--- config.mk ---
export PLATFORM = sky130hd
export DESIGN_NAME = baud_rate_meter_top
export DESIGN_NICKNAME = d
export VERILOG_FILES = /design/src/rtl/core/brm_pkg.sv /design/src/rtl/core/baud_rate_meter_top.sv /design/src/rtl/core/brm_window.sv /design/src/rtl/core/brm_divider.sv
export SDC_FILE = /design/constraint.sdc
export NUM_CORES = 1
export LEC_CHECK = 0
export ABC_AREA = 1
export ABC_CLOCK_PERIOD_IN_PS = 6400
export BUFFER_PORTS_ARGS = -buffer_cell sky130_fd_sc_hd__buf_2
export CAP_MARGIN = 15
export CORE_MARGIN = 2
export CORE_UTILIZATION = 45
export DETAILED_ROUTE_END_ITERATION = 12
export SYNTH_ARGS = -nofsm -noshare
export SYNTH_HDL_FRONTEND = slang
export SYNTH_HIERARCHICAL = 1
export SYNTH_SLANG_ARGS = --single-unit
--- constraint.sdc ---
create_clock -name clk -period 6.4 [get_ports clk]
set_input_delay 0.96 -clock clk [delete_from_list [all_inputs] [get_ports clk]]
set_output_delay 0.96 -clock clk [all_outputs]
set_load 0.05 [all_outputs]
--- src/rtl/core/brm_pkg.sv ---
// ----------------------------------------------------------------------------
// brm_pkg
// Types and constants shared by the baud rate meter modules.
// ----------------------------------------------------------------------------
`default_nettype none

package brm_pkg;

	// Field widths
	localparam int CLOCK_W   = 28;
	localparam int STAMP_W   = 32;
	localparam int BAUD_W    = 29;
	localparam int ELAPSED_W = 12;

	// Command codes
	localparam logic [1:0] CMD_START = 2'd0;
	localparam logic [1:0] CMD_EDGE  = 2'd1;
	localparam logic [1:0] CMD_TICK  = 2'd2;

	// Clock frequency after reset
	localparam logic [CLOCK_W-1:0] CLOCK_RESET = CLOCK_W'(72000000);

	// Timeout limits in milliseconds and the edge counts they check
	localparam logic [ELAPSED_W-1:0] ELAPSED_MAX = '1;
	localparam logic [ELAPSED_W-1:0] TMO_SHORT_MS = ELAPSED_W'(1500);
	localparam logic [ELAPSED_W-1:0] TMO_MID_MS   = ELAPSED_W'(2000);
	localparam logic [ELAPSED_W-1:0] TMO_LONG_MS  = ELAPSED_W'(4000);
	localparam logic [15:0] TMO_SHORT_EDGES = 16'd10;
	localparam logic [15:0] TMO_MID_EDGES   = 16'd50;

	// Standard rates and their tolerances (a tenth of the rate, truncated)
	localparam int STD_COUNT = 11;
	localparam int STD_W     = 18;
	localparam logic [STD_W-1:0] STD_RATE [STD_COUNT] = '{
		18'd1200, 18'd2400, 18'd4800, 18'd9600, 18'd14400, 18'd19200,
		18'd28800, 18'd38400, 18'd57600, 18'd115200, 18'd230400
	};
	localparam logic [STD_W-1:0] STD_TOL [STD_COUNT] = '{
		18'd120, 18'd240, 18'd480, 18'd960, 18'd1440, 18'd1920,
		18'd2880, 18'd3840, 18'd5760, 18'd11520, 18'd23040
	};

	// Channel payloads
	typedef struct packed {
		logic [1:0]         command;
		logic [STAMP_W-1:0] timestamp;
	} in_item_t;

	typedef struct packed {
		logic [BAUD_W-1:0] raw_baud;
		logic [BAUD_W-1:0] rounded_baud;
		logic              failed;
	} out_item_t;

	// Window outcome for the transfer being accepted
	typedef struct packed {
		logic               fail;
		logic               finish;
		logic [STAMP_W-1:0] divisor;
	} win_evt_t;

	// Divider request and status
	typedef struct packed {
		logic               start;
		logic [BAUD_W-1:0]  dividend;
		logic [STAMP_W-1:0] divisor;
	} div_req_t;

	typedef struct packed {
		logic              done;
		logic [BAUD_W-1:0] quotient;
	} div_rsp_t;

	// Last standard rate strictly within its tolerance, else the raw rate
	function automatic logic [BAUD_W-1:0] round_rate(input logic [BAUD_W-1:0] raw);
		logic [BAUD_W-1:0] best;
		logic [BAUD_W-1:0] lo;
		logic [BAUD_W-1:0] hi;
		best = raw;
		for (int i = 0; i < STD_COUNT; i++) begin
			lo = BAUD_W'(STD_RATE[i] - STD_TOL[i]);
			hi = BAUD_W'(STD_RATE[i] + STD_TOL[i]);
			if (raw > lo && raw < hi) begin
				best = BAUD_W'(STD_RATE[i]);
			end
		end
		return best;
	endfunction

endpackage

`default_nettype wire

--- src/rtl/core/baud_rate_meter_top.sv ---
// ----------------------------------------------------------------------------
// baud_rate_meter_top
// Serial line baud rate meter with standard rate rounding.
// ----------------------------------------------------------------------------
// Start, tick and ordinary edge transfers are taken while idle with the
// output free. The edge that completes the window starts a bit-serial
// divider (twice the clock register over the shortest interval) that
// produces one quotient bit per cycle, then a done strobe and a state that
// rounds and loads the output register; no input is taken meanwhile. Timeouts
// and zero intervals report a failure in the cycle after the transfer. The
// output register lets a new input be taken while its result is consumed.
`default_nettype none

module baud_rate_meter_top import brm_pkg::*; #(
	parameter int EDGE_BUFFER_DEPTH = 64
) (
	input  wire logic               clk,
	input  wire logic               arst_n,
	input  wire logic               in_valid,
	output logic                    in_ready,
	input  wire in_item_t           in_item,
	output logic                    out_valid,
	input  wire logic               out_ready,
	output out_item_t               out_item,
	input  wire logic               cfg_we,
	input  wire logic [CLOCK_W-1:0] cfg_wdata
);

	typedef enum logic [2:0] {
		S_IDLE  = 3'b001,
		S_DIV   = 3'b010,
		S_ROUND = 3'b100
	} state_t;

	state_t             state_q;
	logic [CLOCK_W-1:0] clock_q;
	logic               out_valid_q;
	out_item_t          out_item_q;

	logic      accept;
	logic      out_free;
	win_evt_t  evt;
	div_req_t  div_req;
	div_rsp_t  div_rsp;

	assign out_free = !out_valid_q || out_ready;
	assign in_ready = (state_q == S_IDLE) && out_free;
	assign accept   = in_valid && in_ready;

	// Clock frequency register
	always_ff @(posedge clk or negedge arst_n) begin
		if (!arst_n) begin
			clock_q <= CLOCK_RESET;
		end else if (cfg_we) begin
			clock_q <= cfg_wdata;
		end
	end

	brm_window #(
		.EDGE_BUFFER_DEPTH(EDGE_BUFFER_DEPTH)
	) u_window (
		.clk    (clk),
		.arst_n (arst_n),
		.accept (accept),
		.item   (in_item),
		.evt    (evt)
	);

	assign div_req.start    = evt.finish;
	assign div_req.dividend = {clock_q, 1'b0};
	assign div_req.divisor  = evt.divisor;

	brm_divider u_divider (
		.clk    (clk),
		.arst_n (arst_n),
		.req    (div_req),
		.rsp    (div_rsp)
	);

	// Sequencer
	always_ff @(posedge clk or negedge arst_n) begin
		if (!arst_n) begin
			state_q <= S_IDLE;
		end else begin
			unique case (state_q)
				S_IDLE: begin
					if (evt.finish) begin
						state_q <= S_DIV;
					end
				end
				S_DIV: begin
					if (div_rsp.done) begin
						state_q <= S_ROUND;
					end
				end
				S_ROUND: begin
					if (out_free) begin
						state_q <= S_IDLE;
					end
				end
				default: begin
					state_q <= S_IDLE;
				end
			endcase
		end
	end

	// Output register
	always_ff @(posedge clk or negedge arst_n) begin
		if (!arst_n) begin
			out_valid_q <= 1'b0;
		end else if (evt.fail || (state_q == S_ROUND && out_free)) begin
			out_valid_q <= 1'b1;
		end else if (out_ready) begin
			out_valid_q <= 1'b0;
		end
	end

	always_ff @(posedge clk) begin
		if (evt.fail) begin
			out_item_q.raw_baud     <= '0;
			out_item_q.rounded_baud <= '0;
			out_item_q.failed       <= 1'b1;
		end else if (state_q == S_ROUND && out_free) begin
			out_item_q.raw_baud     <= div_rsp.quotient;
			out_item_q.rounded_baud <= round_rate(div_rsp.quotient);
			out_item_q.failed       <= 1'b0;
		end
	end

	assign out_valid = out_valid_q;
	assign out_item  = out_item_q;

endmodule

`default_nettype wire

--- src/rtl/core/brm_window.sv ---
// ----------------------------------------------------------------------------
// brm_window
// Measurement window: edge count, shortest interval, millisecond timeouts.
// ----------------------------------------------------------------------------
`default_nettype none

module brm_window import brm_pkg::*; #(
	parameter int EDGE_BUFFER_DEPTH = 64
) (
	input  wire logic     clk,
	input  wire logic     arst_n,
	input  wire logic     accept,
	input  wire in_item_t item,
	output win_evt_t      evt
);

	localparam int CNT_W = $clog2(EDGE_BUFFER_DEPTH + 1);

	logic                 measuring_q;
	logic [ELAPSED_W-1:0] elapsed_q;
	logic [CNT_W-1:0]     edge_cnt_q;
	logic [STAMP_W-1:0]   prev_q;
	logic [STAMP_W-1:0]   short_q;

	logic [STAMP_W-1:0]   interval;
	logic [STAMP_W-1:0]   short_nx;
	logic [CNT_W-1:0]     cnt_nx;
	logic [ELAPSED_W-1:0] elapsed_nx;
	logic [15:0]          cnt_x;
	logic                 full;
	logic                 timeout;

	// Edge path: interval modulo 2^32 and running minimum
	assign interval = item.timestamp - prev_q;
	assign short_nx = (edge_cnt_q != '0 && interval < short_q) ? interval : short_q;
	assign cnt_nx   = edge_cnt_q + 1'b1;
	assign full     = cnt_nx >= CNT_W'(EDGE_BUFFER_DEPTH);

	// Tick path: saturating elapsed time and the three timeouts
	assign elapsed_nx = (elapsed_q == ELAPSED_MAX) ? elapsed_q : elapsed_q + 1'b1;
	assign cnt_x      = 16'(edge_cnt_q);
	assign timeout    = (elapsed_nx > TMO_SHORT_MS && cnt_x < TMO_SHORT_EDGES) ||
	                    (elapsed_nx > TMO_MID_MS && cnt_x < TMO_MID_EDGES) ||
	                    (elapsed_nx > TMO_LONG_MS);

	// Outcome of the accepted transfer
	always_comb begin
		evt.fail    = 1'b0;
		evt.finish  = 1'b0;
		evt.divisor = short_nx;
		if (accept && measuring_q) begin
			if (item.command == CMD_EDGE && full) begin
				evt.fail   = (short_nx == '0);
				evt.finish = (short_nx != '0);
			end else if (item.command == CMD_TICK && timeout) begin
				evt.fail = 1'b1;
			end
		end
	end

	// Window state
	always_ff @(posedge clk or negedge arst_n) begin
		if (!arst_n) begin
			measuring_q <= 1'b0;
			elapsed_q   <= '0;
			edge_cnt_q  <= '0;
			prev_q      <= '0;
			short_q     <= '1;
		end else if (accept) begin
			if (item.command == CMD_START) begin
				measuring_q <= 1'b1;
				elapsed_q   <= '0;
				edge_cnt_q  <= '0;
				prev_q      <= '0;
				short_q     <= '1;
			end else if (measuring_q && item.command == CMD_EDGE) begin
				short_q    <= short_nx;
				prev_q     <= item.timestamp;
				edge_cnt_q <= cnt_nx;
				if (full) begin
					measuring_q <= 1'b0;
				end
			end else if (measuring_q && item.command == CMD_TICK) begin
				elapsed_q <= elapsed_nx;
				if (timeout) begin
					measuring_q <= 1'b0;
				end
			end
		end
	end

endmodule

`default_nettype wire

--- src/rtl/core/brm_divider.sv ---
// ----------------------------------------------------------------------------
// brm_divider
// Restoring divider, one quotient bit per cycle.
// ----------------------------------------------------------------------------
`default_nettype none

module brm_divider import brm_pkg::*; (
	input  wire logic     clk,
	input  wire logic     arst_n,
	input  wire div_req_t req,
	output div_rsp_t      rsp
);

	localparam int CNT_W = $clog2(BAUD_W);

	logic               busy_q;
	logic               done_q;
	logic [CNT_W-1:0]   cnt_q;
	logic [STAMP_W-1:0] rem_q;
	logic [BAUD_W-1:0]  dvd_q;
	logic [STAMP_W-1:0] dvs_q;

	logic [STAMP_W:0]   trial;
	logic [STAMP_W:0]   diff;
	logic               fits;

	// One trial subtraction per cycle
	assign trial = {rem_q, dvd_q[BAUD_W-1]};
	assign diff  = trial - {1'b0, dvs_q};
	assign fits  = !diff[STAMP_W];

	// Control
	always_ff @(posedge clk or negedge arst_n) begin
		if (!arst_n) begin
			busy_q <= 1'b0;
			done_q <= 1'b0;
			cnt_q  <= '0;
		end else begin
			done_q <= 1'b0;
			if (req.start) begin
				busy_q <= 1'b1;
				cnt_q  <= '0;
			end else if (busy_q) begin
				cnt_q <= cnt_q + 1'b1;
				if (cnt_q == CNT_W'(BAUD_W - 1)) begin
					busy_q <= 1'b0;
					done_q <= 1'b1;
				end
			end
		end
	end

	// Datapath: dividend shifts out the top, quotient bits shift in below
	always_ff @(posedge clk) begin
		if (req.start) begin
			rem_q <= '0;
			dvd_q <= req.dividend;
			dvs_q <= req.divisor;
		end else if (busy_q) begin
			rem_q <= fits ? diff[STAMP_W-1:0] : trial[STAMP_W-1:0];
			dvd_q <= {dvd_q[BAUD_W-2:0], fits};
		end
	end

	assign rsp.done     = done_q;
	assign rsp.quotient = dvd_q;

endmodule

`default_nettype wire

==> out/metrics.csv, run 1 <==
stage,metric,value,unit
synthesis,async_reset_ff_share,44.73,%
synthesis,yosys-top-cells-area,"nand2_1, inv_1, dfrtp_1",
detailed_routing,wl_per_cell,16.23,µm
sta,period_minus_slack,5.676,ns
floorplanning,initial_core_util,45.42,%
synthesis,syn_nets,3234,
clock_tree,ctsHtreeMaxLevel,2,
setup_path,rrSetupSlack,0.89,ns
grt,grt_max_degree,70,
setup_path,crit_top_cell,nand2_1,
outcome,status,finished clean,
setup_path,cp_max_fo,35,
sta,slew-limit-headroom,35.82,%
synthesis,synth-compound-area-share,7.360,%
detailed_routing,drc,0,
setup_path,worst_setup_path_start_kind,input port,
floorplanning,die_h,215.0,µm
cells_and_area,nets,3342,
floorplanning,coreArea,44120,µm²
sta,worst_pin_slew,0.9627,ns
detailed_routing,postRouteWirelength,61.55,mm
clock_tree,cts_hold_buf,0,
hold_path,min-delay-start,out_item[9],
clock_tree,clkSinkCount,275,
setup_path,path_buf_inv,7,
sta,rsz0062_at_grt,false,
grt,antenna_found_initial,0,
grt,overflow,0,
detailed_routing,ant_nets,0,
synthesis,yosys.area_share.simple,35.78,%
synthesis,synth_cell_types,57,
placement,hpwl,48.03,mm
cells_and_area,n_antenna_cell,0,
setup_path,critPathSlowestCell,fa_1,
floorplanning,die_w,215.0,µm
floorplanning,die-area,46240,µm²
setup_path,cp-startpoint,in_item[0],
sta,fmax,176.2,MHz
hold_path,hold-path-endpoint,out_item[9],
grt,use_met3,2.534,%
setup_path,critical_path.reg2reg.endpoint,state_q[2],
synthesis,synth_edf_count,61,
synthesis,yosysWarningCount,6,
setup_path,cp.depth,37,
sta,skew,0.01557,ns
sta,period_share,88.69,%
synthesis,syn_area,20040,µm²
synthesis,synthTopCellsByCount,"nand2_1, inv_1, nor2_1",
detailed_routing,drtIter0Drc,1379,
synthesis,yosysTopAreaCell,nand2_1,
cells_and_area,drive_gt1_share,11.97,%
flow_run,drv_cap,0,
setup_path,crit_path_max_incr_delay,0.42,ns
cells_and_area,area_growth,11.32,%
clock_tree,cts_root_buf,clkbuf_16,
placement,numPortBuffers,127,
synthesis,synth_top_area_share,19.65,%
grt,grt.met1_usage,35.11,%
sta,finalHoldViolations,0,
sta,maxSlewViolCount,0,
setup_path,worst-setup-path-type,input port to register,
grt,grt_pass1_wl,97.85,mm
synthesis,syn_inst,3066,
sta,setup_tns,0,ns
hold_path,hold_depth,2,
detailed_routing,viasPerCell,5.069,
clock_tree,numCtsBuffers,34,
sta,setup_viol_count_final,0,
cells_and_area,fill_cells,4648,
synthesis,synth_xor_area_share,1.355,%
grt,grt_util_met2,45.59,%
grt,busiest_layer,met2,
clock_tree,post-cts-setup-buffers,0,
setup_path,rr_startpoint,u_window/prev_q[0],
placement,gp_congestion,0.9705,
detailed_routing,firstDrtPassIters,6,
setup_path,end_kind,register,
power,ir_worst_vdd,294.5,µV
clock_tree,cts-resized-gates,0,
floorplanning,io_pins,128,
hold_path,hold_path.class,register to register,
cells_and_area,post-route-util,50.56,%
setup_path,crit_family,simple AND/OR/NAND/NOR gates,
floorplanning,rows,77,
detailed_routing,dr_total_vias,19220,
grt,grt_pass1_vias,18310,
synthesis,synth-seq-area-share,33.83,%
synthesis,synthMuxAreaShare,1.573,%
synthesis,synth_fa_ha_area_share,6.380,%
power,p_per_area,537.4,nW/µm²
clock_tree,cts_buffer_depth,3,
synthesis,synth_top_family_by_area,simple AND/OR/NAND/NOR gates,
synthesis,synthFlopType,dfxtp_1,
setup_path,worst_ep_required_time,6.87,ns
grt,grtUsageTotal,26.46,%
synthesis,syn_area_per_cell,6.537,µm²
setup_path,worstRegToRegCells,35,
setup_path,critPathArrivalTime,6.15,ns
clock_tree,cts_tree,yes,
clock_tree,worstSkewPairLatency,0.56,ns
power,p_leak,12.12,nW
synthesis,synth_seq_cells,275,
synthesis,yosysMostFrequentCell,nand2_1,
clock_tree,clkTransAtPathRegs,0.06,ns
[per-stage QoR]
step	total power, mW	cell area [µm²]	hold WS (ns)	instances	setup slack (ns)
floorplan	8.153	20050	0.4332	3066	0.2488
global placement	9.918	21190	0.4242	3730	0.3330
detailed placement	9.997	21190	0.4338	3730	0.2390
CTS	12.02	22310	0.4490	3792	0.8195
global route	13.03	22310	0.4611	3792	0.1437
finish	11.99	22310	0.4450	3792	0.7240
[layer usage]
metal / part of all wire [%] / wire length [µm]
met3: 4.5 / 2757
met1: 45 / 27850
met4: 2.6 / 1630
met5: 0 / 0
met2: 48 / 29320
[worst reg2reg max path: cells and delay by family, from the launching register on]
kind / cells / cell delay (ns)
compound gates: 2 / 0.50
flops: 1 / 0.38
buf+inv: 5 / 0.72
simple gates: 25 / 2.92
fa+ha+maj: 3 / 0.93
[area by class of cell]
class	count	area, µm²	share of cell area [%]
well taps	592	740.7	3.320
repair buffers	144	765.7	3.432
inverters	625	2355	10.55
clock inverters	14	158.9	0.7122
clock buffers	48	964.7	4.324
multi-input cells	2094	10550	47.26
flip-flops and latches	275	6782	30.39
[where the power goes]
part           internal, mW  switching, mW  leakage, nW
clock network          1.15          0.814        0.549
registers              2.58          0.480         2.80
logic                  2.06           4.91         8.77
total                  5.78           6.21         12.1
[cells by family after synthesis]
logic type | Yosys count
flops | 275
mux | 28
compound gates | 265
other cells | 1
simple gates | 1668
fa+ha+maj | 101
xor+xnor | 31
buf+inv | 697
[cells in the final DEF, fill, tap and decap left out, drive strengths merged, types with 2 or more instances in the layout]
cell / Yosys / layout
xnor2: 16 / 16
clkinv: 3 / 8
bufinv: 0 / 2
clkbuf: 42 / 48
and2: 11 / 11
o211ai: 2 / 2
a31oi: 2 / 2
o21ai: 93 / 93
o21bai: 3 / 3
o22ai: 48 / 48
a22o: 4 / 4
nand2: 1077 / 1077
a21oi: 100 / 100
o21a: 7 / 7
dfrtp: 83 / 83
nor4: 7 / 7
nor3: 53 / 53
nand4: 36 / 36
and3: 3 / 3
nand3: 210 / 210
edfxtp: 61 / 61
inv: 622 / 628
nor2: 256 / 256
fa: 2 / 2
nand3b: 14 / 14
dfxtp: 91 / 91
a21o: 2 / 2
mux2: 28 / 28
dfstp: 40 / 40
xor2: 15 / 15
buf: 30 / 144
ha: 99 / 99
[sequential cells by signal, indices dropped and copies added, names as in the netlist]
name and cells:
out_item 59, clock_q 28, u_divider/dvs_q 32, u_window/elapsed_q 12, u_divider/busy_q 1, u_window/measuring_q 1
u_divider/rem_q 32, state_q 3, u_window/edge_cnt_q 7, u_window/short_q 32, out_valid 1, u_divider/dvd_q 29
u_window/prev_q 32, u_divider/done_q 1, u_divider/cnt_q 5
[worst max-delay path by stage]
stage / endpoint
floorplan: u_divider/dvd_q[0]
global placement: out_item[30]
detailed placement: out_item[33]
CTS: state_q[2]
global route: state_q[1]
finish: state_q[2]
Power figures use the tool's default switching activity.
==> run 2: changes to the inputs <==
Settings changed: CELL_PAD_IN_SITES_DETAIL_PLACEMENT from default to 1, CELL_PAD_IN_SITES_GLOBAL_PLACEMENT from default to 1, CORE_MARGIN 2 to default, CORE_UTILIZATION 45 to 40, PLACE_DENSITY_LB_ADDON from default to 0.1.
==> out/metrics.csv, run 2 (same netlist as run 1, synthesis figures left out) <==
stage,metric,value,unit,change
outcome,status,finished clean,,
clock_tree,cts_tree,yes,,
grt,use_met3,2.758,%,+0.22 points
sta,period_share,87.89,%,-0.80 points
clock_tree,numCtsBuffers,36,,+5.9%
sta,slew-limit-headroom,37.36,%,+1.5 points
clock_tree,cts_buffer_depth,3,,unchanged
placement,gp_congestion,0.9283,,-4.3%
placement,hpwl,55.32,mm,+15%
clock_tree,ctsHtreeMaxLevel,2,,unchanged
power,p_per_area,548.0,nW/µm²,+2.0%
floorplanning,rows,81,,+5.2%
sta,rsz0062_at_grt,false,,
cells_and_area,stdcell_count,3870,,+2.1%
clock_tree,cts_hold_buf,0,,unchanged
grt,grt.met1_usage,34.42,%,-0.69 points
cells_and_area,area_growth,12.29,%,
clock_tree,cts-resized-gates,0,,unchanged
cells_and_area,mostFrequentLayoutCells,"nand2_1, inv_1, nor2_1, nand3_1, buf_2",,
sta,worst_pin_slew,0.9396,ns,-0.02314 ns
power,p_leak,12.17,nW,+0.43%
sta,setup_tns,0,ns,unchanged
floorplanning,coreArea,49150,µm²,+11%
sta,skew,0.02330,ns,+0.007734 ns
clock_tree,cts_root_buf,clkbuf_16,,
setup_path,critPathArrivalTime,6.05,ns,-0.10 ns
cells_and_area,fill_cells,6598,,+42%
detailed_routing,drtIter0Drc,796,,-42%
setup_path,crit_path_max_incr_delay,0.42,ns,about the same
setup_path,critPathSlowestCell,fa_1,,
grt,overflow,0,,unchanged
power,ir_worst_vdd,355.9,µV,+21%
detailed_routing,postRouteWirelength,69.52,mm,+13%
floorplanning,initial_core_util,40.78,%,-4.6 points
detailed_routing,drc,0,,unchanged
setup_path,crit_top_cell,nand2_1,,
placement,numPortBuffers,127,,unchanged
grt,grt_pass1_wl,110.5,mm,+13%
sta,period_minus_slack,5.625,ns,-0.05117 ns
grt,grt_max_degree,70,,unchanged
sta,worst_hold_slack,0.4446,ns,-0.0004840 ns
setup_path,cp_max_fo,35,,unchanged
cells_and_area,largest_reg_flops,59,,unchanged
flow_run,drv_cap,0,,unchanged
grt,grt_util_met2,49.16,%,+3.6 points
cells_and_area,drive_gt1_share,12.23,%,+0.27 points
cells_and_area,final_common_cell,nand2_1,,
clock_tree,post-cts-setup-buffers,0,,unchanged
sta,setup_viol_count_final,0,,unchanged
grt,busiest_layer,met2,,
grt,antenna_found_initial,2,,+2
floorplanning,io_pins,128,,unchanged
cells_and_area,final_cell_area,22510,µm²,+0.87%
clock_tree,clkTransAtPathRegs,0.06,ns,about the same
floorplanning,die-area,51010,µm²,+10%
detailed_routing,dr_total_vias,19680,,+2.4%
setup_path,worst_setup_path_start_kind,input port,,
setup_path,end_kind,register,,
cells_and_area,nets,3344,,+0.060%
grt,grtUsageTotal,27.57,%,+1.1 points
sta,maxSlewViolCount,0,,unchanged
sta,finalHoldViolations,0,,unchanged
setup_path,worst-setup-path-type,input port to register,,
clock_tree,clkSinkCount,275,,unchanged
floorplanning,die_h,225.8,µm,+5.0%
sta,fmax,177.8,MHz,+0.91%
placement,dpl_cell_area,21310,µm²,+0.57%
grt,grt_pass1_vias,20540,,+12%
setup_path,worst_ep_required_time,6.83,ns,-0.04 ns
detailed_routing,viasPerCell,5.084,,+0.31%
detailed_routing,firstDrtPassIters,5,,-1
clock_tree,worstSkewPairLatency,0.56,ns,about the same
placement,dp.cells,3802,,+1.9%
floorplanning,die_w,225.8,µm,+5.0%
hold_path,hold_path.class,input port to asynchronous set/reset pin,,
detailed_routing,ant_nets,0,,unchanged
detailed_routing,wl_per_cell,17.96,µm,+11%
==> run 2: cell types whose count changed in the layout (fill, tap and decap cells not counted), sizes merged <==
| cell | before | now |
|---|---|---|
| clkinv | 8 | 15 |
| inv | 628 | 629 |
| clkbuf | 48 | 42 |
| diode | 0 | 2 |
| bufinv | 2 | 3 |
| clkinvlp | 1 | 2 |
==> run 2: layer usage <==
layer  vias to the layer above  part of all wire, %
li1                       9699                    -
met1                      9579                   44
met2                       294                   50
met3                       105                  2.9
met4                         0                  3.0
met5                         -                    0
==> run 2: final cells by class <==
class	instances	area (µm²)	share of cell area, %
Tap cell	664	830.8	3.692
Antenna cell	2	5.005	0.02224
Sequential cell	275	6782	30.13
Timing Repair Buffer	144	790.8	3.514
Inverter	625	2355	10.46
Multi-Input combinational cell	2094	10550	46.88
Clock buffer	42	964.7	4.286
Clock inverter	24	227.7	1.012
==> run 2: where the power goes <==
| part | internal [mW] | switching, mW |
|---|---|---|
| Clock | 1.22 | 0.830 |
| Combinational | 2.09 | 5.10 |
| Sequential | 2.58 | 0.529 |
==> run 2: metrics by stage <==
step | power, mW | utilization [%] | worst slack (ns)
CTS | 12.43 | 45.78 | 0.7675
global placement | 10.05 | 43.35 | 0.3176
detailed placement | 10.29 | 43.35 | 0.1981
finish | 12.33 | 45.79 | 0.7752
floorplan | 8.153 | - | 0.2488
global route | 13.37 | 45.79 | 0.1902
==> run 2: worst paths after layout <==
path | slack, ns | depth (start not counted) | startpoint | endpoint
setup / recovery | 0.78 | 33 | in_item[0] | out_item[30]
hold / removal | 0.44 | 1 | arst_n | u_window/prev_q[21]
setup reg to reg | 0.92 | 31 | u_window/prev_q[0] | out_item[30]
hold reg to reg | 0.46 | 2 | out_item[4] | out_item[4]
max in group asynchronous | 4.53 | 2 | arst_n | clock_q[8]
min in group clk | 0.46 | 2 | out_item[4] | out_item[4]
==> run 2: critical path: cells and delay by family <==
kind / cells / cell delay (ns)
AO/OA/AOI/OAI: 2 / 0.59
AND/OR/NAND/NOR: 22 / 2.85
buffers and inverters: 6 / 0.67
adder cells (fa/ha/maj): 3 / 0.93
==> run 3: changes to the inputs <==
Settings changed: ABC_AREA 1 to 0, CORE_UTILIZATION 40 to 43.
==> out/metrics.csv, run 3 <==
stage,metric,value,unit,change
outcome,status,finished clean,,
power,sequentialPowerShare,36.5,%,+11 points
synthesis,syn_area_per_cell,8.737,µm²,+34%
sta,period_share,94.96,%,+7.1 points
sta,rsz0062_at_grt,true,,
clock_tree,ctsHtreeMaxLevel,2,,unchanged
synthesis,synth-seq-area-share,38.37,%,+4.5 points
floorplanning,io_pins,128,,unchanged
synthesis,synthTopCellsByCount,"nand2_1, a21oi_1, nor2_1",,
synthesis,synth_top_area_share,11.75,%,-7.9 points
cells_and_area,nets,2351,,-30%
setup_path,worst_ep_required_time,6.90,ns,+0.07 ns
floorplanning,die_h,204.7,µm,-9.3%
clock_tree,worstSkewPairLatency,0.56,ns,about the same
setup_path,end_kind,register,,
sta,worst_hold_slack,0.4082,ns,-0.03632 ns
placement,hpwl,41.69,mm,-25%
synthesis,syn_area,17680,µm²,-12%
flow_run,drv_cap,0,,unchanged
cells_and_area,fill_cells,4741,,-28%
synthesis,yosys-top-cells-area,"dfrtp_1, edfxtp_1, dfxtp_1",,
grt,grtUsageTotal,26.77,%,-0.80 points
grt,overflow,0,,unchanged
sta,period_minus_slack,6.078,ns,+0.4527 ns
clock_tree,clkSinkCount,275,,unchanged
floorplanning,coreArea,40100,µm²,-18%
floorplanning,initial_core_util,44.08,%,+3.3 points
placement,numPortBuffers,127,,unchanged
synthesis,syn_nets,2191,,-32%
grt,grt_pass1_wl,89.39,mm,-19%
setup_path,crit_path_max_incr_delay,0.46,ns,+0.04 ns
clock_tree,clkTransAtPathRegs,0.06,ns,about the same
clock_tree,numCtsBuffers,35,,-2.8%
power,netSwitchingFraction,32.59,%,-20 points
placement,dp.cells,2669,,-30%
synthesis,synth_cell_types,110,,+93%
power,clockPowerShare,35.3,%,+19 points
detailed_routing,top_layer,met4,,
detailed_routing,wl_per_cell,20.43,µm,+14%
detailed_routing,firstDrtPassIters,7,,+2
detailed_routing,drc,0,,unchanged
setup_path,critPathSlowestCell,a2111oi_4,,
sta,skew,0.02701,ns,+0.003706 ns
hold_path,hold_path.class,input port to asynchronous set/reset pin,,
cells_and_area,drive_gt1_share,20.55,%,+8.3 points
cells_and_area,n_antenna_cell,0,,-2
sta,slew-limit-headroom,28.53,%,-8.8 points
clock_tree,cts_root_buf,clkbuf_16,,
synthesis,synth_edf_count,61,,unchanged
synthesis,yosysWarningCount,6,,unchanged
sta,finalHoldViolations,0,,unchanged
clock_tree,cts_tree,yes,,
synthesis,syn_inst,2023,,-34%
synthesis,async_reset_ff_share,44.73,%,unchanged
sta,worst_pin_slew,1.072,ns,+0.1324 ns
synthesis,yosysMostFrequentCell,nand2_1,,
detailed_routing,viasPerCell,5.887,,+16%
detailed_routing,drtIter0Drc,865,,+8.7%
grt,antenna_found_initial,0,,-2
power,p_int,3.830,mW,-35%
power,switchingPower,1.851,mW,-71%
cells_and_area,stdcell_count,2734,,-29%
detailed_routing,dr_wl_met3,2.093,mm,+3.4%
setup_path,path_buf_inv,5,,-1
sta,setup_viol_count_final,0,,unchanged
power,total_power,5.682,mW,-54%
sta,fmax,164.5,MHz,-7.4%
sta,setup_tns,0,ns,unchanged
placement,gp_congestion,0.9300,,+0.18%
sta,maxSlewViolCount,0,,unchanged
clock_tree,cts_hold_buf,0,,unchanged
setup_path,crit_family,simple AND/OR/NAND/NOR gates,,
synthesis,synth_seq_cells,275,,unchanged
power,p_per_area,275.7,nW/µm²,-50%
floorplanning,rows,73,,-9.9%
detailed_routing,met2_length,26.86,mm,-22%
cells_and_area,largest_reg_flops,59,,unchanged
power,p_leak,8.817,nW,-28%
setup_path,cp_max_fo,7,,-80%
cells_and_area,mostFrequentLayoutCells,"nand2_1, a21oi_1, nor2_1, o21ai_0, inv_1",,
detailed_routing,postRouteWirelength,55.87,mm,-20%
cells_and_area,final_common_cell,nand2_1,,
detailed_routing,dr_total_vias,16100,,-18%
clock_tree,cts_buffer_depth,3,,unchanged
grt,grt_pass1_vias,16530,,-19%
grt,grt_max_degree,65,,-7.1%
floorplanning,die_w,204.7,µm,-9.3%
power,pwr-share-comb,28.2,%,-30 points
detailed_routing,wl_met1,25.34,mm,-18%
power,ir_worst_vdd,184.0,µV,-48%
floorplanning,die-area,41920,µm²,-18%
setup_path,critPathArrivalTime,6.58,ns,+0.53 ns
setup_path,worst_setup_path_start_kind,input port,,
detailed_routing,ant_nets,0,,unchanged
setup_path,worst-setup-path-type,input port to register,,
synthesis,synthFlopType,dfxtp_1,,
synthesis,yosysTopAreaCell,dfrtp_1,,
cells_and_area,post-route-util,51.39,%,+5.6 points
cells_and_area,area_growth,16.57,%,
==> run 3: cell families after synthesis <==
| logic type | Yosys count | share of synthesized area, % |
|---|---|---|
| AOI/OAI and AO/OA | 569 | 21.23 |
| muxes | 67 | 4.233 |
| other | 1 | 0.02122 |
| buffers and inverters | 247 | 5.974 |
| and+or+nand+nor | 701 | 19.87 |
| DFF | 275 | 38.37 |
| xor gates and xnor gates | 62 | 3.072 |
| adders and majority gates | 101 | 7.234 |
==> run 3: layout make-up <==
class / count / area (µm²) / area share [%]
clock inverters: 14 / 128.9 / 0.6255
inverters: 132 / 499.2 / 2.423
repair buffers: 238 / 1525 / 7.402
flip-flops and latches: 275 / 6782 / 32.91
well taps: 525 / 656.9 / 3.188
multi-input cells: 1501 / 9972 / 48.40
clock buffers: 49 / 1041 / 5.052
==> run 3: final timing paths <==
check | slack [ns] | cells after the start | startpoint | end
max reg2reg | 0.43 | 23 | u_window/prev_q[1] | u_divider/rem_q[22]
min | 0.41 | 1 | arst_n | u_divider/cnt_q[0]
max in group asynchronous | 4.70 | 2 | arst_n | clock_q[12]
min reg2reg | 0.45 | 1 | out_item[0] | out_item[0]
min in group clk | 0.45 | 1 | out_item[0] | out_item[0]
max | 0.32 | 27 | in_item[0] | u_divider/rem_q[22]
==> run 3: repair_timing <==
item                                    4_1_cts  5_1_grt
endpoints found under the setup margin        0      136
gates resized for setup                       0        6
buffers inserted                              0        2
==> run 3: stage by stage <==
| stage | worst slack, ns | area, µm² |
|---|---|---|
| after floorplan | 0.02381 | 17770 |
| after global placement | -0.1985 | 19380 |
| after detailed placement | -0.4243 | 19380 |
| after CTS | 0.1502 | 20550 |
| after global routing | -0.05136 | 20600 |
| final | 0.3225 | 20600 |
==> run 3: metal layers <==
metal  up-vias  GRT usage (%)
li1       7690              -
met1      7969          35.33
met2       342          45.34
met3        95          2.943
met4         0          8.982
met5         -              0
==> run 3: power by group through the flow <==
stage               combinational, mW  sequential [mW]  clock (mW)
global placement                 1.53             2.10           0
global route                     1.78             2.09        2.12
finish                           1.60             2.08        2.00
detailed placement               1.59             2.11           0
CTS                              1.60             2.08        2.06
floorplan                       0.948             2.08           0
